$ cat config.mk
export PLATFORM = sky130hd
export DESIGN_NAME = hall_period_speed_meter_top
export DESIGN_NICKNAME = d
export VERILOG_FILES = /design/src/rtl/hpsm_pkg.sv /design/src/rtl/hall_period_speed_meter_top.sv
export SDC_FILE = /design/constraint.sdc
export NUM_CORES = 2
export LEC_CHECK = 0
export ABC_AREA = 1
export BUFFER_PORTS_ARGS = -buffer_cell sky130_fd_sc_hd__buf_4
export CAP_MARGIN = 10
export CORE_MARGIN = 3
export CORE_UTILIZATION = 65
export CTS_BUF_LIST = sky130_fd_sc_hd__clkbuf_8 sky130_fd_sc_hd__clkbuf_16
export DETAILED_ROUTE_END_ITERATION = 8
export PLACE_DENSITY = 0.84
export SYNTH_ARGS = -nofsm -noshare
export SYNTH_HDL_FRONTEND = slang
export SYNTH_SLANG_ARGS = --single-unit
$ cat constraint.sdc
create_clock -name clock -period 8.47 [get_ports clock]
set_clock_uncertainty 0.05 [all_clocks]
set_input_delay 0 -clock clock [delete_from_list [all_inputs] [get_ports clock]]
set_output_delay 0 -clock clock [all_outputs]
set_load 0.05 [all_outputs]
$ cat src/rtl/hpsm_pkg.sv
// hpsm_pkg: widths, reset values, status codes and register indexes
// shared by the hall period speed meter RTL. No dependencies.
`default_nettype none

package hpsm_pkg;

   // period ring
   localparam int PERIOD_SLOTS = 8;   // power of two: the mean is a shift
   localparam int SLOT_W       = $clog2(PERIOD_SLOTS);
   localparam int PERIOD_W     = 32;
   localparam int SUM_W        = PERIOD_W + SLOT_W;
   localparam int STALE_W      = SLOT_W + 1;

   // configuration
   localparam int FREQ_W       = 32;
   localparam int PP_W         = 7;
   localparam int CSR_INDEX_W  = 1;
   localparam int CSR_DATA_W   = 32;
   localparam logic [CSR_INDEX_W-1:0] CSR_TIMER_FREQUENCY = 1'd0;
   localparam logic [CSR_INDEX_W-1:0] CSR_PP_COUNT        = 1'd1;
   localparam logic [FREQ_W-1:0]      FREQ_RESET          = 32'd72000000;
   localparam logic [PP_W-1:0]        PP_RESET            = 7'd1;

   // datapath widths
   localparam int MUL_W        = 32;
   localparam int PROD_W       = 2 * MUL_W;
   localparam int AVGPP_W      = PERIOD_W + PP_W;   // mean * pole pairs
   localparam int DEN_W        = AVGPP_W + 3;       // times six
   localparam int SPEED_W      = 48;
   localparam int OMEGA_W      = 51;
   localparam int FRAC_SHIFT   = 16;
   localparam int HALF_W       = SPEED_W / 2;
   localparam int CNT_W        = $clog2(SPEED_W);
   localparam int STATUS_W     = 2;

   // fractional part of 2*pi in Q.32 (integer part 6 is a shift-add)
   localparam logic [MUL_W-1:0] TWO_PI_FRAC = 32'd1216271633;

   localparam logic [PERIOD_W-1:0] PERIOD_ONES = {PERIOD_W{1'b1}};
   localparam logic [SUM_W-1:0]    SUM_RESET   =
      SUM_W'(PERIOD_SLOTS) * SUM_W'(PERIOD_ONES);
   localparam logic [SPEED_W-1:0]  SPEED_MAX   = {SPEED_W{1'b1}};
   localparam logic [OMEGA_W-1:0]  OMEGA_MAX   = {OMEGA_W{1'b1}};

   // status codes
   localparam logic [STATUS_W-1:0] STATUS_VALID     = 2'd0;
   localparam logic [STATUS_W-1:0] STATUS_STALLED   = 2'd1;
   localparam logic [STATUS_W-1:0] STATUS_SATURATED = 2'd2;

endpackage

`default_nettype wire

$ cat src/rtl/hall_period_speed_meter_top.sv
// hall_period_speed_meter_top: hall-edge period averaging tachometer.
// Depends on hpsm_pkg (widths, constants, status codes).
// Iterative: one shared 32x32 multiplier and a restoring divider.
//
// Usage:
//  - Request channel (req_*): each request is a hall-edge capture
//    (event_kind 0, capture_value = ticks since last edge) or a timer
//    overflow (event_kind 1, all ring slots go stale). The ring, sum and
//    stale count update at the edge the request is accepted.
//  - Response channel (rsp_*): exactly one response per request with
//    status, speed_rps (Q.16 rev/s) and omega (Q.16 rad/s).
//  - csr_*: plain write port, index 0 timer frequency, 1 pole pairs.
//    Write only while idle.
// Path from accept to rsp_valid: on the normal path check, den multiply,
//  scale, 48 divider steps, two 2*pi partial products, finish; when
//  slots are stale or the mean is zero, check goes straight to finish.
//  The 48-step restoring divider is the longest part of the normal path.
// One request at a time: the next is taken only once the sequencer is idle;
//  req_stall is high while a request is in the sequencer.
//  A finished response waits in the output register, so the next request
//  is taken while the previous response is stalled; the sequencer holds
//  in its finish step only if the output register is still occupied.
// Reset (synchronous): ring all ones, all slots stale, write slot 0,
//  timer frequency 72 MHz, pole pairs 1, no response pending.
`default_nettype none

module hall_period_speed_meter_top (
   input  wire logic                               clock,
   input  wire logic                               reset,
   // request channel
   input  wire logic                               req_valid,
   output logic                                    req_stall,
   input  wire logic                               req_event_kind,
   input  wire logic [hpsm_pkg::PERIOD_W-1:0]      req_capture_value,
   // response channel
   output logic                                    rsp_valid,
   input  wire logic                               rsp_stall,
   output logic [hpsm_pkg::STATUS_W-1:0]           rsp_status,
   output logic [hpsm_pkg::SPEED_W-1:0]            rsp_speed_rps,
   output logic [hpsm_pkg::OMEGA_W-1:0]            rsp_omega,
   // configuration
   input  wire logic                               csr_write_enable,
   input  wire logic [hpsm_pkg::CSR_INDEX_W-1:0]   csr_index,
   input  wire logic [hpsm_pkg::CSR_DATA_W-1:0]    csr_write_data
);

   // sequencer states
   localparam logic [2:0] S_IDLE  = 3'd0;
   localparam logic [2:0] S_CHECK = 3'd1;  // pick status / start math
   localparam logic [2:0] S_MUL   = 3'd2;  // mean * pole pairs
   localparam logic [2:0] S_DEN   = 3'd3;  // times six, load divider
   localparam logic [2:0] S_DIV   = 3'd4;  // one quotient bit per cycle
   localparam logic [2:0] S_MULA  = 3'd5;  // high half of speed * frac(2pi)
   localparam logic [2:0] S_MULB  = 3'd6;  // low half
   localparam logic [2:0] S_FIN   = 3'd7;  // combine, load output

   localparam int R_W = hpsm_pkg::PROD_W - 8 + 2;   // frac/omega sum width

   // ---------------------------------------------------------------
   // state
   // ---------------------------------------------------------------
   logic [2:0]                          state_ff, state_in;
   logic [hpsm_pkg::PERIOD_W-1:0]       ring_ff [hpsm_pkg::PERIOD_SLOTS];
   logic [hpsm_pkg::PERIOD_SLOTS-1:0]   stale_ff;
   logic [hpsm_pkg::STALE_W-1:0]        stale_cnt_ff;
   logic [hpsm_pkg::SLOT_W-1:0]         slot_ff;
   logic [hpsm_pkg::SUM_W-1:0]          sum_ff;
   logic [hpsm_pkg::FREQ_W-1:0]         freq_ff;
   logic [hpsm_pkg::PP_W-1:0]           pole_ff;

   logic [hpsm_pkg::STATUS_W-1:0]       stat_ff, stat_in;
   logic [hpsm_pkg::PROD_W-1:0]         prod_ff;
   logic [hpsm_pkg::PROD_W-1:0]         phi_ff, phi_in;
   logic [hpsm_pkg::DEN_W-1:0]          den_ff, den_in;
   logic [hpsm_pkg::DEN_W-1:0]          rem_ff, rem_in;
   logic [hpsm_pkg::SPEED_W-1:0]        quo_ff, quo_in;
   logic [hpsm_pkg::CNT_W-1:0]          cnt_ff, cnt_in;

   logic                                rsp_valid_ff, rsp_valid_in;
   logic [hpsm_pkg::STATUS_W-1:0]       rsp_status_ff;
   logic [hpsm_pkg::SPEED_W-1:0]        rsp_speed_ff;
   logic [hpsm_pkg::OMEGA_W-1:0]        rsp_omega_ff;

   // ---------------------------------------------------------------
   // request side
   // ---------------------------------------------------------------
   logic                                accept;
   logic [hpsm_pkg::PERIOD_W-1:0]       old_period;
   logic [hpsm_pkg::PERIOD_W-1:0]       avg;
   logic [hpsm_pkg::PP_W-1:0]           pp_eff;

   assign req_stall  = (state_ff != S_IDLE);
   assign accept     = req_valid && !req_stall;
   assign old_period = ring_ff[slot_ff];
   assign avg        = sum_ff[hpsm_pkg::SUM_W-1:hpsm_pkg::SLOT_W];
   assign pp_eff     = (pole_ff == '0) ? hpsm_pkg::PP_W'(1) : pole_ff;

   // ---------------------------------------------------------------
   // shared multiplier
   // ---------------------------------------------------------------
   logic [hpsm_pkg::MUL_W-1:0]          mul_a, mul_b;
   logic [hpsm_pkg::PROD_W-1:0]         mul_p;

   always_comb begin
      case (state_ff)
         S_MULA: begin
            mul_a = hpsm_pkg::MUL_W'(quo_ff[hpsm_pkg::SPEED_W-1:hpsm_pkg::HALF_W]);
            mul_b = hpsm_pkg::TWO_PI_FRAC;
         end
         S_MULB: begin
            mul_a = hpsm_pkg::MUL_W'(quo_ff[hpsm_pkg::HALF_W-1:0]);
            mul_b = hpsm_pkg::TWO_PI_FRAC;
         end
         default: begin
            mul_a = avg;
            mul_b = hpsm_pkg::MUL_W'(pp_eff);
         end
      endcase
   end

   assign mul_p = mul_a * mul_b;

   // ---------------------------------------------------------------
   // divider step: restoring, one quotient bit a cycle
   // ---------------------------------------------------------------
   logic [hpsm_pkg::DEN_W:0]            trial, diff;
   logic                                ge;

   assign trial = {rem_ff, quo_ff[hpsm_pkg::SPEED_W-1]};
   assign diff  = trial - {1'b0, den_ff};
   assign ge    = !diff[hpsm_pkg::DEN_W];

   // ---------------------------------------------------------------
   // finish: omega = floor(s*6 + s*frac/2^32), frac split at bit 24
   // ---------------------------------------------------------------
   logic [R_W-1:0]                      lo_sum, frac, s_x6, omega_raw;
   logic [hpsm_pkg::OMEGA_W-1:0]        omega_sat;
   logic                                load_out;

   always_comb begin
      lo_sum    = R_W'({phi_ff[7:0], 24'd0}) + R_W'(prod_ff);
      frac      = R_W'(phi_ff[hpsm_pkg::PROD_W-1:8]) + R_W'(lo_sum[R_W-1:32]);
      s_x6      = R_W'({quo_ff, 2'b00}) + R_W'({quo_ff, 1'b0});
      omega_raw = s_x6 + frac;
      omega_sat = (omega_raw[R_W-1:hpsm_pkg::OMEGA_W] != '0) ?
                  hpsm_pkg::OMEGA_MAX : omega_raw[hpsm_pkg::OMEGA_W-1:0];
   end

   assign load_out = (state_ff == S_FIN) && (!rsp_valid_ff || !rsp_stall);

   // ---------------------------------------------------------------
   // sequencer
   // ---------------------------------------------------------------
   always_comb begin
      state_in = state_ff;
      stat_in  = stat_ff;
      phi_in   = phi_ff;
      den_in   = den_ff;
      rem_in   = rem_ff;
      quo_in   = quo_ff;
      cnt_in   = cnt_ff;
      case (state_ff)
         S_IDLE: begin
            if (accept) begin
               state_in = S_CHECK;
            end
         end
         S_CHECK: begin
            if (stale_cnt_ff != '0) begin
               stat_in  = hpsm_pkg::STATUS_STALLED;
               state_in = S_FIN;
            end else if (avg == '0) begin
               stat_in  = hpsm_pkg::STATUS_SATURATED;
               state_in = S_FIN;
            end else begin
               stat_in  = hpsm_pkg::STATUS_VALID;
               state_in = S_MUL;
            end
         end
         S_MUL: begin
            state_in = S_DEN;
         end
         S_DEN: begin
            den_in   = {1'b0, prod_ff[hpsm_pkg::AVGPP_W-1:0], 2'b00}
                     + {2'b00, prod_ff[hpsm_pkg::AVGPP_W-1:0], 1'b0};
            rem_in   = '0;
            quo_in   = {freq_ff, {hpsm_pkg::FRAC_SHIFT{1'b0}}};
            cnt_in   = hpsm_pkg::CNT_W'(hpsm_pkg::SPEED_W - 1);
            state_in = S_DIV;
         end
         S_DIV: begin
            rem_in = ge ? diff[hpsm_pkg::DEN_W-1:0] : trial[hpsm_pkg::DEN_W-1:0];
            quo_in = {quo_ff[hpsm_pkg::SPEED_W-2:0], ge};
            cnt_in = cnt_ff - hpsm_pkg::CNT_W'(1);
            if (cnt_ff == '0) begin
               state_in = S_MULA;
            end
         end
         S_MULA: begin
            state_in = S_MULB;
         end
         S_MULB: begin
            phi_in   = prod_ff;
            state_in = S_FIN;
         end
         S_FIN: begin
            if (load_out) begin
               state_in = S_IDLE;
            end
         end
         default: begin
            state_in = S_IDLE;
         end
      endcase
   end

   assign rsp_valid_in = load_out || (rsp_valid_ff && rsp_stall);

   // control state, ring and configuration
   always_ff @(posedge clock) begin
      if (reset) begin
         state_ff     <= S_IDLE;
         rsp_valid_ff <= 1'b0;
         slot_ff      <= '0;
         stale_ff     <= '1;
         stale_cnt_ff <= hpsm_pkg::STALE_W'(hpsm_pkg::PERIOD_SLOTS);
         sum_ff       <= hpsm_pkg::SUM_RESET;
         freq_ff      <= hpsm_pkg::FREQ_RESET;
         pole_ff      <= hpsm_pkg::PP_RESET;
         for (int i = 0; i < hpsm_pkg::PERIOD_SLOTS; i++) begin
            ring_ff[i] <= hpsm_pkg::PERIOD_ONES;
         end
      end else begin
         state_ff     <= state_in;
         rsp_valid_ff <= rsp_valid_in;
         if (csr_write_enable) begin
            case (csr_index)
               hpsm_pkg::CSR_TIMER_FREQUENCY: freq_ff <= csr_write_data;
               hpsm_pkg::CSR_PP_COUNT:        pole_ff <= csr_write_data[hpsm_pkg::PP_W-1:0];
               default: ;
            endcase
         end
         if (accept) begin
            if (!req_event_kind) begin
               // capture: replace the oldest period, keep the sum current
               ring_ff[slot_ff] <= req_capture_value;
               sum_ff <= sum_ff - hpsm_pkg::SUM_W'(old_period)
                                + hpsm_pkg::SUM_W'(req_capture_value);
               if (stale_ff[slot_ff]) begin
                  stale_ff[slot_ff] <= 1'b0;
                  stale_cnt_ff      <= stale_cnt_ff - hpsm_pkg::STALE_W'(1);
               end
               slot_ff <= (slot_ff == hpsm_pkg::SLOT_W'(hpsm_pkg::PERIOD_SLOTS - 1)) ?
                          '0 : slot_ff + hpsm_pkg::SLOT_W'(1);
            end else begin
               // overflow: everything stale, write slot kept
               for (int i = 0; i < hpsm_pkg::PERIOD_SLOTS; i++) begin
                  ring_ff[i] <= hpsm_pkg::PERIOD_ONES;
               end
               stale_ff     <= '1;
               stale_cnt_ff <= hpsm_pkg::STALE_W'(hpsm_pkg::PERIOD_SLOTS);
               sum_ff       <= hpsm_pkg::SUM_RESET;
            end
         end
      end
   end

   // datapath
   always_ff @(posedge clock) begin
      stat_ff <= stat_in;
      // low partial product must survive while the finish step waits
      if (state_ff != S_FIN) begin
         prod_ff <= mul_p;
      end
      phi_ff  <= phi_in;
      den_ff  <= den_in;
      rem_ff  <= rem_in;
      quo_ff  <= quo_in;
      cnt_ff  <= cnt_in;
      if (load_out) begin
         rsp_status_ff <= stat_ff;
         case (stat_ff)
            hpsm_pkg::STATUS_STALLED: begin
               rsp_speed_ff <= '0;
               rsp_omega_ff <= '0;
            end
            hpsm_pkg::STATUS_SATURATED: begin
               rsp_speed_ff <= hpsm_pkg::SPEED_MAX;
               rsp_omega_ff <= hpsm_pkg::OMEGA_MAX;
            end
            default: begin
               // quotient < 2^46 since num < 2^48 and den >= 6: no clamp
               rsp_speed_ff <= quo_ff;
               rsp_omega_ff <= omega_sat;
            end
         endcase
      end
   end

   assign rsp_valid     = rsp_valid_ff;
   assign rsp_status    = rsp_status_ff;
   assign rsp_speed_rps = rsp_speed_ff;
   assign rsp_omega     = rsp_omega_ff;

   // ---------------------------------------------------------------
   // assertions
   // ---------------------------------------------------------------
   // stale count tracks the per-slot stale bits
   a_stale_count: assert property (@(posedge clock) disable iff (reset)
      stale_cnt_ff == hpsm_pkg::STALE_W'($countones(stale_ff)))
      else $error("stale count out of step with stale bits");

   // divider remainder stays below the divisor
   a_rem_bound: assert property (@(posedge clock) disable iff (reset)
      (state_ff == S_DIV) |-> (rem_ff < den_ff))
      else $error("divider remainder not reduced");

   // a stalled response carries zero speed
   a_stalled_zero: assert property (@(posedge clock) disable iff (reset)
      (rsp_valid && rsp_status == hpsm_pkg::STATUS_STALLED) |->
      (rsp_speed_rps == '0 && rsp_omega == '0))
      else $error("stalled response with nonzero speed");

   // a new response is loaded only when the previous one is gone or leaving
   a_no_overwrite: assert property (@(posedge clock) disable iff (reset)
      (rsp_valid && rsp_stall) |=> $stable(rsp_omega) && $stable(rsp_speed_rps))
      else $error("pending response overwritten");

endmodule

`default_nettype wire
==> flow_metrics.py <==
metrics = {
    "run_status": {
        "outcome": "completed",
    },
    "yosys": {
        "synth_ff_type": "edfxtp_1",
        "cell_with_the_most_instances_after_synthesis": "nand2_1",
        "netlist.area_leader.share_pct": 28.4,
        "synthDominantAreaCellType": "edfxtp_1",
        "synth.lib_cells_used.distinct": 60,
        "ys.warnings.count": 0,
        "synth_common_cells": "nand2_1 (1,463), inv_1 (1,415), nor2_1 (892), edfxtp_1 (624), fa_1 (592)",
        "post_synth_inst_count": 7711,
        "synth.ff_latch_count": 720,
        "postSynthAreaPerCell_sq_um": 8.54,
        "post_synth_edffs": 624,
        "netlist_top_cells_area": "edfxtp_1 (28%), fa_1 (18%), ha_1 (11%)",
        "cell_area_after_technology_mapping_sq_mm": 0.0659,
        "synth-seq-area-share_pct": 31.4,
        "asyncSetResetFlopFracSynth_pct": 0,
    },
    "drt": {
        "postRouteAntennaNets": 0,
        "via_count": 55500,
        "initialDrtViolationCount": 6645,
        "detail_route.wl_per_cell_um": 21.5,
        "route.detailed.drc": 0,
        "drt_wl_total_um": 204000,
        "routed_via_density": 5.85,
        "tritonroute_pass_1_iters": 8,
    },
    "critical_path": {
        "criticalPathCategory": "reg2reg",
        "setup.worst_path.end_class": "register",
        "critPathBufInv": 7,
        "critical_path_cell_count": 29,
        "crit_required_ps": 8830,
        "critical_path.max_stage_delay_ps": 660,
        "worst_r2r_path_depth": 29,
        "start_kind": "register",
        "worstPathMaxFanout": 16,
        "path_delay_family": "adder cells",
        "worst_path_arrival_time_ps": 8540,
        "slowest_stage": "o22ai_1",
        "crit_top_cell": "fa_1",
    },
    "global_routing": {
        "grt_pass1_wl_um": 314000,
        "grt_max_degree": 89,
        "grt-ovfl-total": 0,
        "first_global_vias": 55800,
        "antenna_found_initial": 6,
        "globalRouteTotalUtil_pct": 38.6,
    },
    "floorplanning": {
        "die_h_um": 324,
        "initial_core_util_pct": 65.7,
        "placement_rows": 116,
        "die-width_um": 324,
        "top_level_ports": 174,
        "core-area_sq_mm": 0.100,
        "dieArea_sq_mm": 0.105,
    },
    "sta": {
        "clock.fmax_mhz": 122,
        "finalSetupViolCount": 0,
        "final.setup.tns_ps": 0,
        "final.period_utilization_pct": 96.6,
        "rsz0062_at_grt": "no",
        "timing.hold.ws_ps": 47.9,
        "finalWorstPathRequiredPeriod_ps": 8180,
        "relSlewSlack_pct": 19.5,
        "timing.final.max_slew_violations": 0,
        "finalHoldViolations": 0,
        "tightestPinTransition_ps": 1210,
    },
    "placed_design": {
        "post-dp-hpwl_um": 159000,
        "port_buffers": 173,
        "gp_congestion": 1.00,
    },
    "clock_network": {
        "numCtsBuffers": 79,
        "cts_root_buf": "clkbuf_16",
        "insertion_delay_ps": 680,
        "cts-htree-levels": 3,
        "clk_path_buf_depth": 3,
        "cts.sink_count": 720,
        "cts_tree": "built",
        "clock_transition_at_the_register_clock_pins_on_the_worst_setup_and_hold_paths_after_cts_ps": 60,
    },
    "min_path": {
        "whs_path_depth": 6,
        "timing.hold.worst.class": "in2reg",
    },
    "cells_and_area": {
        "nets": 9281,
        "area_growth_syn_to_layout_pct": 10.6,
        "layout-drive-gt1-share_pct": 6.44,
    },
    "run": {
        "maxCapViolCount": 0,
    },
}
metal layers:
metal	vias to the layer above	GRT usage [%]	wire, um
met5	-	0	41
met4	6	18.2	11400
met3	709	7.14	20200
met2	3163	63.0	94800
met1	26300	50.1	77600
li1	25300	-	-
worst reg2reg max path, delay by kind of cell, from the launching register on:
| kind | cells | cell delay, ps |
|---|---|---|
| AOI/OAI and AO/OA | 6 | 1620 |
| and+or+nand+nor | 5 | 600 |
| DFF | 1 | 330 |
| xor gates and xnor gates | 1 | 130 |
| adders and majority gates | 10 | 4260 |
| buffers and inverters | 7 | 910 |
cells in the final DEF (no fill, tap or decap), types with 8 or more instances in the layout:
master         Yosys  layout
dfxtp_1           96      94
and3_1             8       8
nand3_2           55      55
a31oi_1           78      78
clkinv_2           0       8
xor2_1           137     137
o21bai_1          58      58
nor2_4             3      10
o21ai_1           11      11
nand3_1          177     177
a21boi_0          12      12
o21a_1            14      14
clkinv_1          40      49
o21ai_0          503     495
ha_1             561     561
nand2_2            8      10
clkbuf_16          0      80
inv_2             17      19
clkinvlp_4         0       8
a21oi_1          353     352
nor3_1            70      70
nor2_1           892     888
buf_4              0     260
xnor2_1           94      94
conb_1             2      92
o22ai_1           66      61
nor4_1            22      22
edfxtp_1         624     624
fa_1             592     592
inv_1           1415    1436
a221oi_1           8       8
nand4_1           40      40
a21o_1            24      24
nand3b_1           8       8
dlygate4sd3_1      0      97
nand2_1         1463    1459
nor2_2            17      14
through the flow:
step	util (%)	std cells	area, sq um	worst slack (ps)
floorplan	-	7801	66200	765
global placement	69.0	9232	69200	484
detailed placement	69.0	9232	69200	272
CTS	72.5	9475	72700	239
global route	72.6	9479	72800	19.4
finish	72.6	9484	72800	286
layout make-up:
class	instances	area (sq um)
Antenna cell	5	12.5
Inverter	1472	5540
Clock buffer	81	2020
Multi-Input combinational cell	5425	39400
Timing Repair Buffer	357	2920
Timing Repair inverter	2	15.0
Fill cell	7540	27500
Clock inverter	65	599
Tap cell	1357	1700
Sequential cell	720	20700
flip-flops by register name, indices dropped and copies added (netlist names), 4 cells and up, named ones only:
register / count
rem_ff: 42
prod_ff: 64
stale_cnt_ff: 4
phi_ff: 64
cnt_ff: 6
rsp_omega: 51
sum_ff: 35
pole_ff: 7
stale_ff: 8
quo_ff: 48
ring_ff: 256
rsp_speed_rps: 48
freq_ff: 32
den_ff: 41
cell families (layout without fill, tap and decap cells):
group,Yosys count,in the layout,synth area share [%]
AO/OA/AOI/OAI,1157,1157,9.67
XOR/XNOR,231,231,3.07
adder cells (fa/ha/maj),1155,1155,28.7
buffers and inverters,1656,1977,9.71
flip-flops,720,720,31.4
other,2,97,0.0114
AND/OR/NAND/NOR,2790,2790,17.5
timing repair:
action | 4_1_cts | 5_1_grt
hold buffers | 97 | 0
resized for setup | 0 | 11
hold endpoints to repair | 354 | 0
endpoints found under the setup margin | 0 | 23
setup buffers | 0 | 2
worst paths after layout:
path	startpoint	to	slack, ps
worst min register to register	freq_ff[22]	freq_ff[22]	410
worst max register to register	state_ff[1]	prod_ff[54]	290
worst max-delay path	state_ff[1]	prod_ff[54]	290
worst min-delay path	csr_write_enable	freq_ff[1]	50
Power is not shown: default switching activity piles up to over one toggle a cycle in this logic, so the estimate is an artifact.
